--- src/design/swmc_pkg.sv ---
`timescale 1ns / 1ps
`default_nettype none

package swmc_pkg;

  localparam int SWMC_MAX_WINDOW = 16;
  localparam int DATA_W          = 32;
  localparam int WIN_W           = 5;
  localparam int FRAC_W          = 16;
  localparam int PROD_W          = 2 * DATA_W - FRAC_W;
  localparam int ACC_W           = 56;
  localparam int DIV_LANES       = 3;
  localparam int DIV_RADIX_BITS  = 4;
  localparam int CFG_DATA_W      = 32;
  localparam int CFG_ADDR_W      = 2;
  localparam int PC_W            = 4;

  localparam logic [CFG_ADDR_W-1:0] CFG_ADDR_WINDOW = '0;

  typedef enum logic [PC_W-1:0] {
    PC_IDLE,
    PC_SUM_RD,
    PC_SUM_ADD,
    PC_MDIV_LD,
    PC_MDIV,
    PC_MEAN_SET,
    PC_COV_RD,
    PC_COV_DEV,
    PC_COV_MUL,
    PC_COV_ACC,
    PC_CDIV_LD,
    PC_CDIV,
    PC_COV_SET,
    PC_OUT
  } pc_t;

  typedef enum logic [3:0] {
    OP_NOP,
    OP_ACCEPT,
    OP_SUM,
    OP_MDIV_LD,
    OP_MEAN_SET,
    OP_DEV,
    OP_MUL,
    OP_ACC,
    OP_CDIV_LD,
    OP_COV_SET,
    OP_EMIT
  } op_t;

  typedef enum logic [2:0] {
    J_NEXT,
    J_GOTO,
    J_WAIT_IN,
    J_LOOP,
    J_DIV,
    J_SINGLE,
    J_EMIT
  } jmp_t;

  typedef struct packed {
    op_t  op;
    jmp_t jmp;
    pc_t  target;
  } uword_t;

  function automatic uword_t swmc_ucode(input pc_t pc);
    uword_t uw;
    case (pc)
      PC_IDLE:     uw = '{op: OP_ACCEPT,   jmp: J_WAIT_IN, target: PC_IDLE};
      PC_SUM_RD:   uw = '{op: OP_NOP,      jmp: J_NEXT,    target: PC_IDLE};
      PC_SUM_ADD:  uw = '{op: OP_SUM,      jmp: J_LOOP,    target: PC_SUM_RD};
      PC_MDIV_LD:  uw = '{op: OP_MDIV_LD,  jmp: J_NEXT,    target: PC_IDLE};
      PC_MDIV:     uw = '{op: OP_NOP,      jmp: J_DIV,     target: PC_IDLE};
      PC_MEAN_SET: uw = '{op: OP_MEAN_SET, jmp: J_SINGLE,  target: PC_OUT};
      PC_COV_RD:   uw = '{op: OP_NOP,      jmp: J_NEXT,    target: PC_IDLE};
      PC_COV_DEV:  uw = '{op: OP_DEV,      jmp: J_NEXT,    target: PC_IDLE};
      PC_COV_MUL:  uw = '{op: OP_MUL,      jmp: J_NEXT,    target: PC_IDLE};
      PC_COV_ACC:  uw = '{op: OP_ACC,      jmp: J_LOOP,    target: PC_COV_RD};
      PC_CDIV_LD:  uw = '{op: OP_CDIV_LD,  jmp: J_NEXT,    target: PC_IDLE};
      PC_CDIV:     uw = '{op: OP_NOP,      jmp: J_DIV,     target: PC_IDLE};
      PC_COV_SET:  uw = '{op: OP_COV_SET,  jmp: J_NEXT,    target: PC_IDLE};
      PC_OUT:      uw = '{op: OP_EMIT,     jmp: J_EMIT,    target: PC_IDLE};
      default:     uw = '{op: OP_NOP,      jmp: J_GOTO,    target: PC_IDLE};
    endcase
    return uw;
  endfunction

endpackage

`default_nettype wire

--- src/design/swmc_div.sv ---
`timescale 1ns / 1ps
`default_nettype none

module swmc_div import swmc_pkg::*; (
  input  logic                    clk,
  input  logic                    rst_n,
  input  logic                    start,
  input  logic signed [ACC_W-1:0] dividend [DIV_LANES],
  input  logic        [WIN_W-1:0] divisor,
  output logic                    busy,
  output logic signed [ACC_W:0]   quotient [DIV_LANES]
);

  localparam int NSTEP = ACC_W / DIV_RADIX_BITS;
  localparam int CNT_W = (NSTEP > 1) ? $clog2(NSTEP) : 1;

  logic [ACC_W-1:0] quo_r   [DIV_LANES];
  logic [ACC_W-1:0] quo_nxt [DIV_LANES];
  logic [WIN_W-1:0] rem_r   [DIV_LANES];
  logic [WIN_W-1:0] rem_nxt [DIV_LANES];
  logic             neg_r   [DIV_LANES];
  logic [WIN_W-1:0] dvs_r;
  logic             busy_r;
  logic [CNT_W-1:0] cnt_r;

  // restoring division, several quotient bits per cycle, magnitudes only
  always_comb begin
    logic [WIN_W:0]   trial;
    logic [WIN_W-1:0] rem_v;
    logic [ACC_W-1:0] quo_v;
    for (int l = 0; l < DIV_LANES; l++) begin
      rem_v = rem_r[l];
      quo_v = quo_r[l];
      for (int k = 0; k < DIV_RADIX_BITS; k++) begin
        trial = {rem_v, quo_v[ACC_W-1]};
        quo_v = {quo_v[ACC_W-2:0], 1'b0};
        if (trial >= {1'b0, dvs_r}) begin
          rem_v    = WIN_W'(trial - {1'b0, dvs_r});
          quo_v[0] = 1'b1;
        end else begin
          rem_v = trial[WIN_W-1:0];
        end
      end
      quo_nxt[l] = quo_v;
      rem_nxt[l] = rem_v;
    end
  end

  always_ff @(posedge clk) begin
    if (!rst_n) begin
      busy_r <= 1'b0;
      cnt_r  <= '0;
    end else if (start) begin
      busy_r <= 1'b1;
      cnt_r  <= '0;
    end else if (busy_r) begin
      cnt_r <= cnt_r + CNT_W'(1);
      if (cnt_r == CNT_W'(NSTEP - 1)) begin
        busy_r <= 1'b0;
      end
    end
  end

  always_ff @(posedge clk) begin
    if (start) begin
      dvs_r <= divisor;
      for (int l = 0; l < DIV_LANES; l++) begin
        neg_r[l] <= dividend[l][ACC_W-1];
        rem_r[l] <= '0;
        quo_r[l] <= dividend[l][ACC_W-1] ? ACC_W'(-dividend[l]) : ACC_W'(dividend[l]);
      end
    end else if (busy_r) begin
      for (int l = 0; l < DIV_LANES; l++) begin
        quo_r[l] <= quo_nxt[l];
        rem_r[l] <= rem_nxt[l];
      end
    end
  end

  assign busy = busy_r;

  always_comb begin
    for (int l = 0; l < DIV_LANES; l++) begin
      quotient[l] = neg_r[l] ? -$signed({1'b0, quo_r[l]}) : $signed({1'b0, quo_r[l]});
    end
  end

endmodule

`default_nettype wire

--- config.mk ---
export PLATFORM = sky130hd
export DESIGN_NAME = swmc_div
export DESIGN_NICKNAME = d
export VERILOG_FILES = /design/src/design/swmc_pkg.sv /design/src/design/swmc_div.sv
export SDC_FILE = /design/constraint.sdc
export NUM_CORES = 1
export LEC_CHECK = 0
export BUFFER_PORTS_ARGS = -buffer_cell sky130_fd_sc_hd__clkbuf_2
export CORE_MARGIN = 4
export CORE_UTILIZATION = 55
export CTS_BUF_LIST = sky130_fd_sc_hd__clkbuf_8 sky130_fd_sc_hd__clkbuf_16
export CTS_CLUSTER_SIZE = 25
export DETAILED_ROUTE_END_ITERATION = 10
export PLACE_DENSITY = 0.89
export REMOVE_ABC_BUFFERS = 1
export SLEW_MARGIN = 0
export SYNTH_ARGS = -nofsm -noshare
export SYNTH_HDL_FRONTEND = slang
export SYNTH_SLANG_ARGS = --single-unit
--- constraint.sdc ---
create_clock -name clk -period 7.9 [get_ports clk]
set_clock_uncertainty 0.2 [all_clocks]
set_input_delay 0 -clock clk [delete_from_list [all_inputs] [get_ports clk]]
set_output_delay 0 -clock clk [all_outputs]
set_load 0.005 [all_outputs]
==> results.json <==
{
  "status": "complete, no violations",
  "start_kind": "flop",
  "wirelength_mm": 59.6,
  "routedWlPerCell_um": 20.5,
  "synth-main-ff-cell": "edfxtp_1",
  "die_area_um2": 34800,
  "synth_area_um2": 17500,
  "powerDensity_nw_per_um2": 313,
  "fill_cells": 2106,
  "start_util": 0.556,
  "grt_pass1_vias": 18384,
  "pwr-share-clk": 0.121,
  "seqCellArea_um2": 5840,
  "synth-adder-area-share": 0.0623,
  "syn_area_per_cell_um2": 8.91,
  "grt_max_degree": 97,
  "crit_path_start": "dvs_r[0]",
  "slew_violations": 0,
  "p_leak_nw": 8.79,
  "rsz0062_at_grt": "false",
  "post_synth_and_or_nand_nor_area_fraction": 0.177,
  "place.gp.congestion": 0.952,
  "crit_slowest_cell": "edfxtp_1",
  "antenna_found_initial": 3,
  "drt_iter0_drc": 1854,
  "post_synth_most_frequent_cells": "260 x nand2_1, 260 x o21ai_0, 191 x edfxtp_1",
  "via_per_inst": 6.32,
  "crit_type": "reg -> reg",
  "intPower_w": 0.00397,
  "port_buffers": 347,
  "netlist.area_leader.share": 0.327,
  "synth_top_cell_by_area": "edfxtp_1",
  "report.power.total_w": 0.00702,
  "io_pins": 348,
  "yosysUniqueCellTypes": 68,
  "slowest_delay_ps": 500,
  "max-vdd-ir-drop_mv": 0.353,
  "drc": 0,
  "worstPathMaxFanout": 8,
  "drv_cap": 0,
  "cts_max_level": 4,
  "die_x_um": 186,
  "fp-row-count": 65,
  "cts-root-buf": "clkbuf_16",
  "clockBufferDepth": 2,
  "hold_slack_ps": 114,
  "synth_top_family_by_area": "compound AO/OA/AOI/OAI gates",
  "min_from": "divisor[4]",
  "multi_input_area_um2": 11100,
  "grt.overflow.total": 0,
  "syn_inst": 1966,
  "layout-drive-gt1-share": 0.184,
  "regToRegStartpoint": "dvs_r[0]",
  "ant_nets": 0,
  "dp_cells": 2643,
  "fmax_mhz": 134,
  "hold_viol": 0,
  "async_reset_ff_frac": 0,
  "p_comb_frac": 0.655,
  "relSlewSlack": 0.232,
  "synthTopCellsByArea": "edfxtp_1 33%, xnor2_1 9.0%, xor2_1 8.6%",
  "p_sw_w": 0.00305,
  "dp_slack_ps": 338,
  "finalWorstSetupSlack_ps": 449,
  "ys_seq_area_frac": 0.333,
  "critPathArrivalTime_ps": 7420,
  "ys_warn_count": 0,
  "reg2reg_slack_ps": 450,
  "via_count": 18428,
  "final_nets": 2752,
  "clk_latency_ps": 450,
  "post-route-min-period_ps": 7450,
  "worst_slew_pin_slew_ps": 1150,
  "cts_tree": "done",
  "die-height_um": 186,
  "synth_compound_area_frac": 0.193,
  "cts_sinks": 196,
  "synth_edf_count": 191,
  "area_growth_pct": 28.2,
  "ys_ff_latch": 196,
  "seq_power_share": 0.224,
  "fin_tns_setup_ps": 0,
  "worst_setup_path_end_kind": "flop",
  "coreArea_um2": 31500,
  "fin_crit_sh": 0.943,
  "dr.pass1.iters": 9,
  "swShare": 0.434,
  "synthMuxAreaShare": 0.0246,
  "layout.cells.non_filler": 2914,
  "dpl.hpwl_mm": 38.1,
  "clkSlewWorstSetupHoldPaths_ps": 70,
  "grt_use_total": 0.328,
  "setup_viol": 0,
  "grt_first_pass_wirelength_mm": 94.8,
  "synthXorXnorAreaFrac": 0.176,
  "min_path_type": "in -> reg",
  "cts_buffers": 17,
  "crit_required_ps": 7860
}
==> path summary, 6_finish.rpt <==
| path | endpoint | cells past startpoint |
|---|---|---|
| worst max-delay path | rem_r[0][11] | 29 |
| worst min-delay path | dvs_r[4] | 2 |
| worst max register to register | rem_r[0][11] | 29 |
| worst min register to register | cnt_r[1] | 2 |
==> stage by stage <==
step	util	cell area, um^2
global placement	0.621	19500
floorplan	-	17200
detailed placement	0.621	19500
finish	0.713	22500
CTS	0.712	22400
global route	0.713	22500
==> kinds of logic (layout without fill, tap and decap cells) <==
| kind of cell | after synthesis | in the layout |
|---|---|---|
| AND/OR/NAND/NOR | 608 | 608 |
| adder cells (fa/ha/maj) | 80 | 80 |
| buffers and inverters | 155 | 698 |
| other | 0 | 3 |
| flip-flops | 196 | 196 |
| multiplexers | 41 | 41 |
| AO/OA/AOI/OAI | 535 | 535 |
| XOR/XNOR | 351 | 351 |
==> cells in the final DEF, fill, tap and decap left out, drive strengths merged, types with 15 or more instances in the layout <==
cell type / Yosys / routed
a21o: 20 / 20
a21oi: 58 / 58
buf: 12 / 22
clkbuf: 78 / 364
dlygate4sd3: 0 / 232
edfxtp: 191 / 191
ha: 68 / 68
inv: 65 / 73
mux2: 17 / 17
mux2i: 24 / 24
nand2: 260 / 260
nand2b: 23 / 23
nand3: 18 / 18
nand4: 15 / 15
nor2: 76 / 76
nor3: 22 / 22
nor4: 16 / 16
o21ai: 260 / 260
o31ai: 105 / 105
o41ai: 42 / 42
or2: 20 / 20
or3: 62 / 62
or4: 49 / 49
xnor2: 179 / 179
xor2: 172 / 172
==> registers in the layout (all words and copies together), names as in the netlist <==
name,cells
busy,1
cnt_r,4
dvs_r,5
neg_r,3
quo_r,168
rem_r,15
==> power groups by stage <==
stage          Sequential [W]  Combinational, W  Clock (W)
6_report              0.00157           0.00460   0.000851
5_1_grt               0.00159           0.00502   0.000892
4_1_cts               0.00156           0.00435   0.000851
3_5_place_dp          0.00158           0.00422          0
3_3_place_gp          0.00157           0.00407          0
2_1_floorplan         0.00154           0.00324          0
==> routing by layer <==
layer | part of all wire | vias up | global-route usage | routed length, um
li1 | - | 8270 | - | -
met1 | 0.37 | 8649 | 0.395 | 21800
met2 | 0.49 | 1243 | 0.569 | 29300
met3 | 0.092 | 264 | 0.0608 | 5510
met4 | 0.051 | 2 | 0.155 | 3020
met5 | 0.00012 | - | 0 | 7
==> worst max-delay path: cells and delay by family, from the launching register on <==
| family | cells | cell delay [ps] |
|---|---|---|
| AND/OR/NAND/NOR | 6 | 800 |
| multiplexers | 5 | 1320 |
| AO/OA/AOI/OAI | 12 | 2700 |
| buffers and inverters | 1 | 70 |
| adder cells (fa/ha/maj) | 5 | 1570 |
| flip-flops | 1 | 500 |
==> timing repair <==
item                       4_1_cts  5_1_grt
resized for setup                0        5
hold buffers                   232        0
setup buffers                    0        4
setup endpoints to repair        0       18
hold endpoints to repair       186        0
==> cell type report <==
class | count | area share
timing repair buffer | 601 | 0.188
clock buffer | 17 | 0.0189
inverter | 65 | 0.0109
sequential | 196 | 0.260
clock inverter | 15 | 0.00535
multi-input combinational | 1615 | 0.494
antenna | 3 | 0.000334
tap | 402 | 0.0224
No activity file was read; power rests on OpenSTA's default activity.
